### config.mk
export PLATFORM = sky130hd
export DESIGN_NAME = fixed_point_point_rotator
export DESIGN_NICKNAME = d
export VERILOG_FILES = /design/src/hdl/fprot_pkg.sv /design/src/hdl/fixed_point_point_rotator.sv /design/src/hdl/fprot_angle_reduce.sv /design/src/hdl/fprot_trig.sv /design/src/hdl/fprot_rotate_mac.sv
export VERILOG_INCLUDE_DIRS = /design/src /design/src/hdl
export SDC_FILE = /design/constraint.sdc
export NUM_CORES = 2
export LEC_CHECK = 0
export ABC_CLOCK_PERIOD_IN_PS = 7130
export BUFFER_PORTS_ARGS = -buffer_cell sky130_fd_sc_hd__buf_2
export CAP_MARGIN = 20
export CORE_MARGIN = 5
export CORE_UTILIZATION = 60
export CTS_CLUSTER_SIZE = 20
export DETAILED_ROUTE_END_ITERATION = 16
export GPL_ROUTABILITY_DRIVEN = 0
export PLACE_DENSITY = 0.83
export SYNTH_ARGS = -nofsm -noshare
export SYNTH_HDL_FRONTEND = slang
export SYNTH_SLANG_ARGS = --single-unit
### constraint.sdc
create_clock -name clk_i -period 7.13 [get_ports clk_i]
set_input_delay 1.0695 -clock clk_i [delete_from_list [all_inputs] [get_ports clk_i]]
set_output_delay 1.0695 -clock clk_i [all_outputs]
set_load 0.05 [all_outputs]
### src/hdl/fixed_point_point_rotator_defines.svh
// ----------------------------------------------------------------------------
// Point rotator assertion macros
// Clocked property checks shared by the rotator modules. Each expects clk_i
// and rst_ni to be visible where it is used.
// ----------------------------------------------------------------------------
`ifndef FIXED_POINT_POINT_ROTATOR_DEFINES_SVH
`define FIXED_POINT_POINT_ROTATOR_DEFINES_SVH

`ifndef NO_ASSERTIONS
// Condition must hold at every edge outside reset
`define FPROT_ASSERT(lbl, cond, msg) \
  lbl: assert property (@(posedge clk_i) disable iff (!rst_ni) (cond)) else $error(msg);
// Consequent must hold in the same cycle as the antecedent
`define FPROT_ASSERT_IMP(lbl, ante, cons, msg) \
  lbl: assert property (@(posedge clk_i) disable iff (!rst_ni) (ante) |-> (cons)) \
    else $error(msg);
`else
`define FPROT_ASSERT(lbl, cond, msg)
`define FPROT_ASSERT_IMP(lbl, ante, cons, msg)
`endif

`endif

### src/hdl/fprot_pkg.sv
// ----------------------------------------------------------------------------
// Point rotator package
// Widths, angle constants, the quarter-wave sine table and the beat payload
// that travels down the pipeline next to the angle.
// ----------------------------------------------------------------------------
package fprot_pkg;

  // Field widths
  localparam int COORD_W = 13;
  localparam int ANGLE_W = 16;
  localparam int OUT_W   = 16;
  localparam int DELTA_W = COORD_W + 1;
  localparam int TRIG_W  = 12;
  localparam int PROD_W  = DELTA_W + TRIG_W;
  localparam int SUM_W   = PROD_W + 1;
  localparam int FRAC_BITS = 10;

  // Angle constants (degrees)
  localparam int DEG_QUARTER = 90;
  localparam int DEG_HALF    = 180;
  localparam int DEG_3Q      = 270;
  localparam int DEG_FULL    = 360;
  localparam int TRIG_PEAK   = 1040;

  // Offset that makes every angle non-negative, a whole multiple of 360;
  // biased angles span 352..65887 and need ANGLE_W+1 bits
  localparam int ANGLE_BIAS  = 33120;
  // floor(a / 360) == (a * RECIP_360) >> RECIP_SHIFT for a below 74000
  localparam int RECIP_360   = 46604;
  localparam int RECIP_SHIFT = 24;
  localparam int QUOT_W      = 8;
  localparam int REM_W       = 9;

  // Quarter-wave sine, 0..90 degrees, scaled by 1024 (peak kept at 1040)
  localparam logic [10:0] QUARTER_WAVE [0:90] = '{
    11'd0,    11'd18,   11'd36,   11'd54,   11'd71,   11'd89,   11'd107,  11'd125,
    11'd143,  11'd160,  11'd178,  11'd195,  11'd213,  11'd230,  11'd248,  11'd265,
    11'd282,  11'd299,  11'd316,  11'd333,  11'd350,  11'd367,  11'd384,  11'd400,
    11'd417,  11'd433,  11'd449,  11'd465,  11'd481,  11'd496,  11'd512,  11'd527,
    11'd543,  11'd558,  11'd573,  11'd587,  11'd602,  11'd616,  11'd630,  11'd644,
    11'd658,  11'd672,  11'd685,  11'd698,  11'd711,  11'd724,  11'd737,  11'd749,
    11'd761,  11'd773,  11'd784,  11'd796,  11'd807,  11'd818,  11'd828,  11'd839,
    11'd849,  11'd859,  11'd868,  11'd878,  11'd887,  11'd896,  11'd904,  11'd912,
    11'd920,  11'd928,  11'd935,  11'd943,  11'd950,  11'd957,  11'd964,  11'd970,
    11'd977,  11'd983,  11'd989,  11'd994,  11'd1000, 11'd1005, 11'd1010, 11'd1014,
    11'd1018, 11'd1022, 11'd1025, 11'd1028, 11'd1031, 11'd1033, 11'd1035, 11'd1037,
    11'd1038, 11'd1039, 11'd1040
  };

  // Geometry carried beside the angle: centre and offset of the point
  typedef struct packed {
    logic signed [COORD_W-1:0] cx;
    logic signed [COORD_W-1:0] cy;
    logic signed [DELTA_W-1:0] dx;
    logic signed [DELTA_W-1:0] dy;
  } geom_t;

  // Sine of an angle in 0..359 by quadrant folding
  function automatic logic signed [TRIG_W-1:0] sine_deg(input logic [REM_W-1:0] a);
    logic [6:0]               idx;
    logic                     neg;
    logic signed [TRIG_W-1:0] mag;
    if (a <= REM_W'(DEG_QUARTER)) begin
      idx = a[6:0];
      neg = 1'b0;
    end else if (a <= REM_W'(DEG_HALF)) begin
      idx = 7'(REM_W'(DEG_HALF) - a);
      neg = 1'b0;
    end else if (a <= REM_W'(DEG_3Q)) begin
      idx = 7'(a - REM_W'(DEG_HALF));
      neg = 1'b1;
    end else begin
      idx = 7'(REM_W'(DEG_FULL) - a);
      neg = 1'b1;
    end
    mag = signed'({1'b0, QUARTER_WAVE[idx]});
    return neg ? -mag : mag;
  endfunction

endpackage

### src/hdl/fixed_point_point_rotator.sv
// ----------------------------------------------------------------------------
// Fixed-point point rotator
// Rotates a point about a centre by a whole-degree angle using a
// quarter-wave sine table; five register stages, one beat per cycle when not stalled.
// ----------------------------------------------------------------------------
//  channel | handshake          | payload
//  --------+--------------------+----------------------------------------------
//  input   | valid_i / stall_o  | center_x_i, center_y_i, point_x_i, point_y_i,
//          |                    | angle_deg_i
//  output  | valid_o / stall_i  | rotated_x_o, rotated_y_o
//
//  One beat in per cycle while stall_o is low.
//  Stages: angle times reciprocal, remainder, table lookup, products, sum.
//  Reset clears only the stage valid bits.
//  Each stage holds only while full and blocked below it, so bubbles close
//  up under stall and stall_o rises only when every stage is occupied.
// ----------------------------------------------------------------------------
`include "fixed_point_point_rotator_defines.svh"

module fixed_point_point_rotator (
  input  logic                                 clk_i,
  input  logic                                 rst_ni,
  input  logic                                 valid_i,
  output logic                                 stall_o,
  input  logic signed [fprot_pkg::COORD_W-1:0] center_x_i,
  input  logic signed [fprot_pkg::COORD_W-1:0] center_y_i,
  input  logic signed [fprot_pkg::COORD_W-1:0] point_x_i,
  input  logic signed [fprot_pkg::COORD_W-1:0] point_y_i,
  input  logic signed [fprot_pkg::ANGLE_W-1:0] angle_deg_i,
  output logic                                 valid_o,
  input  logic                                 stall_i,
  output logic signed [fprot_pkg::OUT_W-1:0]   rotated_x_o,
  output logic signed [fprot_pkg::OUT_W-1:0]   rotated_y_o
);

  logic                                ang_valid, ang_stall;
  logic [fprot_pkg::REM_W-1:0]         ang_rem;
  fprot_pkg::geom_t                    ang_geom;
  logic                                trig_valid, trig_stall;
  logic signed [fprot_pkg::TRIG_W-1:0] trig_sin, trig_cos;
  fprot_pkg::geom_t                    trig_geom;

  // Angle reduction and offsets
  fprot_angle_reduce u_angle (
    .clk_i       (clk_i),
    .rst_ni      (rst_ni),
    .valid_i     (valid_i),
    .stall_o     (stall_o),
    .center_x_i  (center_x_i),
    .center_y_i  (center_y_i),
    .point_x_i   (point_x_i),
    .point_y_i   (point_y_i),
    .angle_deg_i (angle_deg_i),
    .valid_o     (ang_valid),
    .stall_i     (ang_stall),
    .rem_o       (ang_rem),
    .geom_o      (ang_geom)
  );

  // Sine / cosine lookup
  fprot_trig u_trig (
    .clk_i   (clk_i),
    .rst_ni  (rst_ni),
    .valid_i (ang_valid),
    .stall_o (ang_stall),
    .rem_i   (ang_rem),
    .geom_i  (ang_geom),
    .valid_o (trig_valid),
    .stall_i (trig_stall),
    .sin_o   (trig_sin),
    .cos_o   (trig_cos),
    .geom_o  (trig_geom)
  );

  // Products and final sums
  fprot_rotate_mac u_mac (
    .clk_i       (clk_i),
    .rst_ni      (rst_ni),
    .valid_i     (trig_valid),
    .stall_o     (trig_stall),
    .sin_i       (trig_sin),
    .cos_i       (trig_cos),
    .geom_i      (trig_geom),
    .valid_o     (valid_o),
    .stall_i     (stall_i),
    .rotated_x_o (rotated_x_o),
    .rotated_y_o (rotated_y_o)
  );

  `FPROT_ASSERT_IMP(a_stall_cause, stall_o, valid_o && stall_i,
    "input stalled while output not blocked")
  `FPROT_ASSERT_IMP(a_full_chain, stall_o, ang_valid && trig_valid,
    "input stalled with an empty stage")
  `FPROT_ASSERT_IMP(a_no_stall_idle, !valid_o, !stall_o && !trig_stall,
    "stall raised with empty output stage")

endmodule

### src/hdl/fprot_angle_reduce.sv
// ----------------------------------------------------------------------------
// Angle reduction
// Two stages: biased angle times reciprocal of 360, then remainder with one
// corrective subtract. Also forms the point offset from the centre.
// ----------------------------------------------------------------------------
`include "fixed_point_point_rotator_defines.svh"

module fprot_angle_reduce (
  input  logic                                  clk_i,
  input  logic                                  rst_ni,
  input  logic                                  valid_i,
  output logic                                  stall_o,
  input  logic signed [fprot_pkg::COORD_W-1:0]  center_x_i,
  input  logic signed [fprot_pkg::COORD_W-1:0]  center_y_i,
  input  logic signed [fprot_pkg::COORD_W-1:0]  point_x_i,
  input  logic signed [fprot_pkg::COORD_W-1:0]  point_y_i,
  input  logic signed [fprot_pkg::ANGLE_W-1:0]  angle_deg_i,
  output logic                                  valid_o,
  input  logic                                  stall_i,
  output logic [fprot_pkg::REM_W-1:0]           rem_o,
  output fprot_pkg::geom_t                      geom_o
);

  logic                              v1_q, v2_q;
  logic                              stall1, stall2;
  logic [fprot_pkg::ANGLE_W:0]       ang_sum;
  logic [fprot_pkg::ANGLE_W:0]       ang_off;
  logic [2*fprot_pkg::ANGLE_W:0]     recip_prod;
  logic [fprot_pkg::ANGLE_W:0]       ang_q;
  logic [fprot_pkg::QUOT_W-1:0]      quot_q;
  fprot_pkg::geom_t                  geom_d, geom1_q, geom2_q;
  logic [fprot_pkg::ANGLE_W:0]       quot_mul;
  logic [fprot_pkg::ANGLE_W:0]       rem_raw;
  logic [fprot_pkg::REM_W:0]         rem_wide;
  logic [fprot_pkg::REM_W-1:0]       rem_d, rem_q;

  // Stage stalls: a stage holds only when full and blocked downstream
  assign stall2  = v2_q & stall_i;
  assign stall1  = v1_q & stall2;
  assign stall_o = stall1;

  // Stage 1: bias angle non-negative, estimate quotient by 360
  assign ang_sum    = {angle_deg_i[fprot_pkg::ANGLE_W-1], angle_deg_i}
                    + (fprot_pkg::ANGLE_W+1)'(fprot_pkg::ANGLE_BIAS);
  assign ang_off    = ang_sum;
  assign recip_prod = (2*fprot_pkg::ANGLE_W+1)'(ang_off)
                    * (2*fprot_pkg::ANGLE_W+1)'(fprot_pkg::RECIP_360);

  always_comb begin
    geom_d.cx = center_x_i;
    geom_d.cy = center_y_i;
    geom_d.dx = fprot_pkg::DELTA_W'(point_x_i) - fprot_pkg::DELTA_W'(center_x_i);
    geom_d.dy = fprot_pkg::DELTA_W'(point_y_i) - fprot_pkg::DELTA_W'(center_y_i);
  end

  always_ff @(posedge clk_i or negedge rst_ni) begin
    if (!rst_ni) begin
      v1_q <= 1'b0;
    end else if (!stall1) begin
      v1_q <= valid_i;
    end
  end

  always_ff @(posedge clk_i) begin
    if (!stall1 && valid_i) begin
      ang_q   <= ang_off;
      quot_q  <= recip_prod[fprot_pkg::RECIP_SHIFT +: fprot_pkg::QUOT_W];
      geom1_q <= geom_d;
    end
  end

  // Stage 2: remainder, one correction if the estimate fell short
  assign quot_mul = (fprot_pkg::ANGLE_W+1)'(quot_q)
                  * (fprot_pkg::ANGLE_W+1)'(fprot_pkg::DEG_FULL);
  assign rem_raw  = ang_q - quot_mul;
  assign rem_wide = rem_raw[fprot_pkg::REM_W:0];

  always_comb begin
    if (rem_wide >= (fprot_pkg::REM_W+1)'(fprot_pkg::DEG_FULL)) begin
      rem_d = fprot_pkg::REM_W'(rem_wide - (fprot_pkg::REM_W+1)'(fprot_pkg::DEG_FULL));
    end else begin
      rem_d = rem_wide[fprot_pkg::REM_W-1:0];
    end
  end

  always_ff @(posedge clk_i or negedge rst_ni) begin
    if (!rst_ni) begin
      v2_q <= 1'b0;
    end else if (!stall2) begin
      v2_q <= v1_q;
    end
  end

  always_ff @(posedge clk_i) begin
    if (!stall2 && v1_q) begin
      rem_q   <= rem_d;
      geom2_q <= geom1_q;
    end
  end

  assign valid_o = v2_q;
  assign rem_o   = rem_q;
  assign geom_o  = geom2_q;

  `FPROT_ASSERT_IMP(a_rem_range, v2_q, rem_q < fprot_pkg::REM_W'(fprot_pkg::DEG_FULL),
    "reduced angle out of range")
  `FPROT_ASSERT_IMP(a_quot_close, v1_q,
    (ang_q - quot_mul) < (fprot_pkg::ANGLE_W+1)'(2*fprot_pkg::DEG_FULL),
    "quotient estimate off by more than one")
  `FPROT_ASSERT_IMP(a_s1_hold, stall1, v2_q && stall_i, "stage 1 stalled without back pressure")

endmodule

### src/hdl/fprot_trig.sv
// ----------------------------------------------------------------------------
// Sine and cosine lookup
// One stage: folds the reduced angle and the angle plus 90 into the
// quarter-wave table and registers both values.
// ----------------------------------------------------------------------------
`include "fixed_point_point_rotator_defines.svh"

module fprot_trig (
  input  logic                                 clk_i,
  input  logic                                 rst_ni,
  input  logic                                 valid_i,
  output logic                                 stall_o,
  input  logic [fprot_pkg::REM_W-1:0]          rem_i,
  input  fprot_pkg::geom_t                     geom_i,
  output logic                                 valid_o,
  input  logic                                 stall_i,
  output logic signed [fprot_pkg::TRIG_W-1:0]  sin_o,
  output logic signed [fprot_pkg::TRIG_W-1:0]  cos_o,
  output fprot_pkg::geom_t                     geom_o
);

  logic                               v_q;
  logic                               stall;
  logic [fprot_pkg::REM_W:0]          cos_sum;
  logic [fprot_pkg::REM_W-1:0]        cos_ang;
  logic signed [fprot_pkg::TRIG_W-1:0] sin_q, cos_q;
  fprot_pkg::geom_t                   geom_q;

  assign stall   = v_q & stall_i;
  assign stall_o = stall;

  // Cosine angle: reduced angle plus 90, wrapped once
  assign cos_sum = (fprot_pkg::REM_W+1)'(rem_i) + (fprot_pkg::REM_W+1)'(fprot_pkg::DEG_QUARTER);

  always_comb begin
    if (cos_sum >= (fprot_pkg::REM_W+1)'(fprot_pkg::DEG_FULL)) begin
      cos_ang = fprot_pkg::REM_W'(cos_sum - (fprot_pkg::REM_W+1)'(fprot_pkg::DEG_FULL));
    end else begin
      cos_ang = cos_sum[fprot_pkg::REM_W-1:0];
    end
  end

  always_ff @(posedge clk_i or negedge rst_ni) begin
    if (!rst_ni) begin
      v_q <= 1'b0;
    end else if (!stall) begin
      v_q <= valid_i;
    end
  end

  always_ff @(posedge clk_i) begin
    if (!stall && valid_i) begin
      sin_q  <= fprot_pkg::sine_deg(rem_i);
      cos_q  <= fprot_pkg::sine_deg(cos_ang);
      geom_q <= geom_i;
    end
  end

  assign valid_o = v_q;
  assign sin_o   = sin_q;
  assign cos_o   = cos_q;
  assign geom_o  = geom_q;

  `FPROT_ASSERT_IMP(a_sin_bound, v_q,
    sin_q <= fprot_pkg::TRIG_W'(fprot_pkg::TRIG_PEAK)
    && sin_q >= -fprot_pkg::TRIG_W'(fprot_pkg::TRIG_PEAK), "sine beyond table peak")
  `FPROT_ASSERT_IMP(a_cos_bound, v_q,
    cos_q <= fprot_pkg::TRIG_W'(fprot_pkg::TRIG_PEAK)
    && cos_q >= -fprot_pkg::TRIG_W'(fprot_pkg::TRIG_PEAK), "cosine beyond table peak")
  `FPROT_ASSERT_IMP(a_in_angle, valid_i, rem_i < fprot_pkg::REM_W'(fprot_pkg::DEG_FULL),
    "unreduced angle at lookup")

endmodule

### src/hdl/fprot_rotate_mac.sv
// ----------------------------------------------------------------------------
// Rotation multiply-accumulate
// Two stages: four registered products, then the sums, floor shift by the
// fraction bits and the add of the centre into the output register.
// ----------------------------------------------------------------------------
`include "fixed_point_point_rotator_defines.svh"

module fprot_rotate_mac (
  input  logic                                 clk_i,
  input  logic                                 rst_ni,
  input  logic                                 valid_i,
  output logic                                 stall_o,
  input  logic signed [fprot_pkg::TRIG_W-1:0]  sin_i,
  input  logic signed [fprot_pkg::TRIG_W-1:0]  cos_i,
  input  fprot_pkg::geom_t                     geom_i,
  output logic                                 valid_o,
  input  logic                                 stall_i,
  output logic signed [fprot_pkg::OUT_W-1:0]   rotated_x_o,
  output logic signed [fprot_pkg::OUT_W-1:0]   rotated_y_o
);

  logic                                v1_q, v2_q;
  logic                                stall1, stall2;
  logic signed [fprot_pkg::PROD_W-1:0] xc_q, ys_q, xs_q, yc_q;
  logic signed [fprot_pkg::COORD_W-1:0] cx_q, cy_q;
  logic signed [fprot_pkg::SUM_W-1:0]  sum_x, sum_y, sh_x, sh_y;
  logic signed [fprot_pkg::OUT_W-1:0]  rx_d, ry_d, rx_q, ry_q;

  assign stall2  = v2_q & stall_i;
  assign stall1  = v1_q & stall2;
  assign stall_o = stall1;

  // Stage 1: products of offsets with sine and cosine
  always_ff @(posedge clk_i or negedge rst_ni) begin
    if (!rst_ni) begin
      v1_q <= 1'b0;
    end else if (!stall1) begin
      v1_q <= valid_i;
    end
  end

  always_ff @(posedge clk_i) begin
    if (!stall1 && valid_i) begin
      xc_q <= fprot_pkg::PROD_W'(geom_i.dx) * fprot_pkg::PROD_W'(cos_i);
      ys_q <= fprot_pkg::PROD_W'(geom_i.dy) * fprot_pkg::PROD_W'(sin_i);
      xs_q <= fprot_pkg::PROD_W'(geom_i.dx) * fprot_pkg::PROD_W'(sin_i);
      yc_q <= fprot_pkg::PROD_W'(geom_i.dy) * fprot_pkg::PROD_W'(cos_i);
      cx_q <= geom_i.cx;
      cy_q <= geom_i.cy;
    end
  end

  // Stage 2: combine, floor shift, add centre
  assign sum_x = fprot_pkg::SUM_W'(xc_q) - fprot_pkg::SUM_W'(ys_q);
  assign sum_y = fprot_pkg::SUM_W'(xs_q) + fprot_pkg::SUM_W'(yc_q);
  assign sh_x  = sum_x >>> fprot_pkg::FRAC_BITS;
  assign sh_y  = sum_y >>> fprot_pkg::FRAC_BITS;
  assign rx_d  = fprot_pkg::OUT_W'(fprot_pkg::SUM_W'(cx_q) + sh_x);
  assign ry_d  = fprot_pkg::OUT_W'(fprot_pkg::SUM_W'(cy_q) + sh_y);

  always_ff @(posedge clk_i or negedge rst_ni) begin
    if (!rst_ni) begin
      v2_q <= 1'b0;
    end else if (!stall2) begin
      v2_q <= v1_q;
    end
  end

  always_ff @(posedge clk_i) begin
    if (!stall2 && v1_q) begin
      rx_q <= rx_d;
      ry_q <= ry_d;
    end
  end

  assign valid_o     = v2_q;
  assign rotated_x_o = rx_q;
  assign rotated_y_o = ry_q;

  `FPROT_ASSERT_IMP(a_s1_stall, stall1, v2_q && stall_i, "product stage held without cause")
  `FPROT_ASSERT_IMP(a_keep_full, $past(stall2), v2_q, "output beat dropped while stalled")
  `FPROT_ASSERT_IMP(a_advance, $past(v1_q && !stall2), v2_q, "product beat lost on advance")

endmodule

Yosys cells after proc, flatten, opt, wreduce, memory -nomap -nowiden

Memories as Yosys holds them, arrays and structs flattened.
Index checks and enable logic that the tools add are counted.

Bits in registers: 380
Bits in read-only memories: 2816
Logic and storage cells: 108
Memories kept: 2

Add/subtract/negate cells: 19
Multipliers: 6
Order comparisons: 10
Muxes and demuxes: 22
Bitwise operators: 7
Reductions and logical operators: 10

Memories:

| memory           | depth | bits a word | read ports | clocked after memory_dff | wr ports | line            | text |
|---|---|---|---|---|---|---|---|
| (name not given) | 128   | 11          | 1          | 0                        | 0        | fprot_pkg.sv:76 | `mag = signed'({1'b0, QUARTER_WAVE[idx]});` |
| (name not given) | 128   | 11          | 1          | 0                        | 0        | fprot_pkg.sv:76 |  |

Operators by type and width:

| kind                                                                                 | number |
|---|---|
| 14-bit by 12-bit multiplier with 26-bit output                                       | 4 |
| 11-bit 2-to-1 mux                                                                    | 6 |
| 7-bit 2-to-1 mux                                                                     | 8 |
| 13-bit by 16-bit adder with 16-bit output                                            | 2 |
| 17-bit by 14-bit multiplier with 30-bit output, second input constant                | 1 |
| 13-bit by 13-bit subtractor with 14-bit output                                       | 2 |
| 26-bit adder                                                                         | 1 |
| 26-bit subtractor                                                                    | 1 |
| 11-bit negator with 12-bit output                                                    | 2 |
| 10-bit by 9-bit greater-or-equal comparator with 1-bit output, second input constant | 2 |
| 9-bit by 7-bit less-or-equal comparator with 1-bit output, second input constant     | 2 |
| 9-bit by 8-bit less-or-equal comparator with 1-bit output, second input constant     | 2 |
| 9-bit less-or-equal comparator, second input constant                                | 2 |
| 9-bit 2-to-1 mux                                                                     | 2 |
| 9-bit subtractor, second input constant                                              | 2 |
| 17-bit by 16-bit adder with 17-bit output, second input constant                     | 1 |
| 8-bit greater-or-equal comparator, second input constant                             | 2 |
| 7-bit inverter with 8-bit output                                                     | 2 |
| 6-bit by 7-bit subtractor with 7-bit output, first input constant                    | 2 |
| 7-bit by 6-bit subtractor with 7-bit output, second input constant                   | 2 |
| 7-bit subtractor, first input constant                                               | 2 |
| 9-bit by 7-bit adder with 10-bit output, second input constant                       | 1 |
| 10-bit subtractor                                                                    | 1 |
| 8-bit by 6-bit multiplier with 7-bit output, second input constant                   | 1 |
| 4 further kinds                                                                      | 21 |

Depth between registers and ports, before layout

Depth after elaboration: 14
Mapped depth: 30
Mapped depth without buffers: 27

By module

Synthesis repeated with hierarchy kept, for this count alone.

Cells, all modules: 4967
Area, all modules: 49416.1 µm²

Modules (own cells, without submodules):

| module             | times used | cells an instance | area an instance (µm²) | seq. area each (µm²) |
|---|---|---|---|---|
| fprot_rotate_mac   | 1          | 3361              | 32329.8                | 4914.7 |
| fprot_angle_reduce | 1          | 769               | 9507.9                 | 4073.9 |
| fprot_trig         | 1          | 837               | 7578.5                 | 2367.3 |

Least setup slack after synthesis

Ideal clock, no wire load.

Path kind: input -> register
Start point: input stall_i
End point: register u_mac.cx_q[0] (netlist name), enable pin
Setup time: 636 ps
Arrival time: 7001 ps
Slack: -507 ps
Stages on the path: 2
Buffers on the path: 0
Cells stage by stage: and3_1 nor2b_1

Longest elaborated chain between the ends: 4

RTL lines:

| item                 | line                            | text |
|---|---|---|
| from (decl)          | fixed_point_point_rotator.sv:31 | `input logic stall_i,` |
| 1-bit bitwise AND    | fprot_rotate_mac.sv:29          | `assign stall2 = v2_q & stall_i;` |
| 1-bit bitwise AND    | fprot_rotate_mac.sv:30          | `assign stall1 = v1_q & stall2;` |
| 1-bit logical NOT    | -                               |  |
| 1-bit logical AND    | fprot_rotate_mac.sv:43          | `if (!stall1 && valid_i) begin` |
| to (signal assigned) | fprot_rotate_mac.sv:48          | `cx_q <= geom_i.cx;` |
| to (decl)            | fprot_rotate_mac.sv:25          | `logic signed [fprot_pkg::COORD_W-1:0] cx_q, cy_q;` |

No other way between the ends.
A chain may end at the register's enable or synchronous reset.

Worst setup path in the final report

Start point: register u_trig.cos_q, in the netlist u_trig.cos_o[0]
End point: register u_mac.xc_q[25] (netlist name) (data pin)

Longest elaborated chain between the ends: 1

RTL lines:

| item                                           | line                   | text |
|---|---|---|
| from (decl)                                    | fprot_trig.sv:26       | `logic signed [fprot_pkg::TRIG_W-1:0] sin_q, cos_q;` |
| from (signal assigned)                         | fprot_trig.sv:54       | `cos_q <= fprot_pkg::sine_deg(cos_ang);` |
| 14-bit by 12-bit multiplier with 26-bit output | fprot_rotate_mac.sv:44 | `xc_q <= fprot_pkg::PROD_W'(geom_i.dx) * fprot_pkg::PROD_W'(cos_i);` |
| to (signal assigned)                           | fprot_rotate_mac.sv:44 |  |
| to (decl)                                      | fprot_rotate_mac.sv:24 | `logic signed [fprot_pkg::PROD_W-1:0] xc_q, ys_q, xs_q, yc_q;` |

No other way between the ends.

==> metrics.yaml <==
nNetsFinal: 6203
synth_enable_flop_cells: 374
synth_cells: 4835
clkSinkCount: 379
fmax_ghz: 0.145
drcViolationCount: 0
die-area_um2: 86600
synth.area.top_cells: "fa_1 29%, edfxtp_1 23%, ha_1 13%, inv_1 7.4%, nand2_1 3.7%"
track_usage_pct: 28.1
cts_buffer_depth: 3
synth_top_area_share_pct: 28.8
worst_slew_pin_slew_ns: 1.09
wirelength_um: 121000
coreArea_um2: 80400
cp_data_required_time_ns: 7.46
synthDistinctLibCells: 103
cts_tree: "built"
ys.flop_type: "edfxtp_1"
crit_top_cell: "a21boi_1"
slowest_delay_ns: 0.54
viasPerCell: 5.89
critPathLaunchType: "flip-flop"
drv_slew: 0
die-width_um: 294
utilization_pct: 64.8
wl_per_cell_um: 20.1
finClkSkew_ns: 0.0222
criticalPathCategory: "reg -> reg"
fin_area_um2: 52100
status: "finished, final reports clean"
yosysSeqAreaShare_pct: 23.4
place_area_um2: 50700
cp-end-kind: "flip-flop"
h-tree-depth: 2
hold_violations: 0
ys_seq_elements: 379
cap_violations: 0
antenna_left: 0
yosysWarnings: 0
yosys.area.top_type: "fa_1"
avgSynthCellArea_um2: 10.0
fin_crit_sh_pct: 96.8
r2r-end: "u_mac.xc_q[25]$_DFFE_PP_"
ff2ff_setup_slack_ns: 0.23
first_iter_violations: 3548
layout-drive-gt1-share_pct: 7.47
vias: 35600
overflow: 0
pin_count: 106
r2r_cells: 29
seqCellArea_um2: 11400
root_buffer: "clkbuf_16"
worstPathMaxFanout: 19
setup_tns_ns: 0
antenna_found_initial: 3
synth_nets: 6091
arrival_ns: 7.24
io_buffer_count: 105
grt_pass1_wl_um: 195000
num_rows: 104
grt_pass1_vias: 37500
grt_max_degree: 72
nFillCells: 5821
multi_input_area_um2: 32900
start_util_pct: 60.3
ctsHoldBuffers: 0
hold_path.class: "in -> async"
setup_viol: 0
clk_pin_slew_worst_paths_ns: 0.06
numCtsBuffers: 42
synthToLayoutAreaGrowth_pct: 7.48
finalCriticalPeriod_ns: 6.90
max_slew_margin_pct: 27.3
timing.rr.start: "u_trig.cos_o[0]$_DFFE_PP_"
cp_slowest_cell: "fa_1"
hpwl_um: 96200
async_flop_share_pct: 1.32
die_h_um: 294
firstDrtPassIters: 6
clk_latency_ns: 0.59
syn-cell-area_um2: 48500
## Yosys cell counts (all sizes together), types with 19 or more instances
library cell and instances:
buf 27, nor2 177, nand2 483, edfxtp 374, a31oi 30, o21ai 131, nor3 53, and2 270
ha 487, a211oi 38, nor4 19, fa 697, nand3 53, inv 959, xor2 65, nand2b 77
or3 19, clkbuf 153, o21bai 21, and3 20, a21o 58, a21boi 27, o211ai 20, a21oi 129
xnor2 167, nor2b 26
## final cells by class
type / instances / area share [%]
Tap cell: 1060 / 2.54
Clock buffer: 48 / 2.10
Antenna cell: 1 / 0.00480
Timing Repair Buffer: 248 / 3.13
Clock inverter: 26 / 0.501
Multi-Input combinational cell: 3315 / 63.0
Inverter: 961 / 6.92
Sequential cell: 379 / 21.8
## layer usage
layer  track usage [%]  up-vias  part of all wire, %
li1                  -    15800                    -
met1              34.9    17500                   36
met2              47.0     1838                   48
met3              5.06      448                  8.9
met4              15.6        0                  7.0
met5                 0        -                    0
## flip-flops by register name, indices dropped and copies added, names as in the netlist, 7 cells and up
| signal | cells |
|---|---|
| u_trig.cos_o | 12 |
| u_angle.geom_o | 54 |
| u_angle.ang_q | 10 |
| u_mac.cy_q | 13 |
| u_angle.geom1_q | 54 |
| u_mac.ys_q | 26 |
| u_mac.rotated_x_o | 16 |
| u_mac.yc_q | 26 |
| u_angle.rem_o | 9 |
| u_mac.rotated_y_o | 16 |
| u_trig.geom_o | 54 |
| u_trig.sin_o | 12 |
| u_mac.cx_q | 13 |
| u_mac.xs_q | 26 |
| u_mac.xc_q | 26 |
| u_angle.quot_q | 7 |
## worst max-delay path by stage
| stage | start | endpoint | slack [ns] |
|---|---|---|---|
| 5_1_grt | u_trig.cos_o[0]$_DFFE_PP_ | u_mac.xc_q[25]$_DFFE_PP_ | -0.11 |
| 3_5_place_dp | u_trig.cos_o[0]$_DFFE_PP_ | u_mac.xc_q[25]$_DFFE_PP_ | -0.02 |
| 4_1_cts | u_trig.cos_o[0]$_DFFE_PP_ | u_mac.xc_q[25]$_DFFE_PP_ | 0.02 |
| 2_1_floorplan | u_angle.rem_o[3]$_DFFE_PP_ | u_trig.cos_o[8]$_DFFE_PP_ | 0.25 |
| 6_report | u_trig.cos_o[0]$_DFFE_PP_ | u_mac.xc_q[25]$_DFFE_PP_ | 0.23 |
| 3_3_place_gp | u_trig.cos_o[2]$_DFFE_PP_ | u_mac.xc_q[25]$_DFFE_PP_ | 0.34 |
## logic make-up after synthesis
logic type      count (synthesis)  share of synthesized area (%)
buf+inv                      1141                           8.95
flops                         379                           23.4
compound gates                613                           8.70
mux                            20                          0.575
simple gates                 1266                           12.9
xor+xnor                      232                           4.19
fa+ha+maj                    1184                           41.3
## stage by stage
stage | setup slack (ns) | cells | hold slack [ns]
global route | -0.110 | 6037 | 0.292
detailed placement | -0.0213 | 5957 | 0.405
finish | 0.225 | 6038 | 0.299
floorplan | 0.250 | 4835 | 0.400
global placement | 0.339 | 5957 | 0.400
CTS | 0.0179 | 6031 | 0.280
## critical path: cells and delay by family, from the launching register on
family                   cells  cell delay (ns)
AO/OA/AOI/OAI               12             2.55
adder cells (fa/ha/maj)      7             2.40
buffers and inverters        6             0.69
AND/OR/NAND/NOR              4             0.68
flip-flops                   1             0.34
## cell usage in the layout, fill, tap and decap left out, types with 105 or more instances in the layout
cell type,n
inv_1,957
fa_1,697
ha_1,487
nand2_1,482
buf_2,105
buf_4,137
nor2_1,176
edfxtp_1,374
and2_1,267
a21oi_1,129
o21ai_0,120
xnor2_1,167
## repair_timing
item / CTS / global route
resized for setup: 1 / 20
buffers inserted: 0 / 4
pin swaps: 0 / 3
endpoints found under the hold margin: 0 / 0
endpoints found under the setup margin: 1 / 11
Power is left out: the tool's default activity adds up to more than one toggle a clock period on the data nets, which glitch-free logic cannot reach.
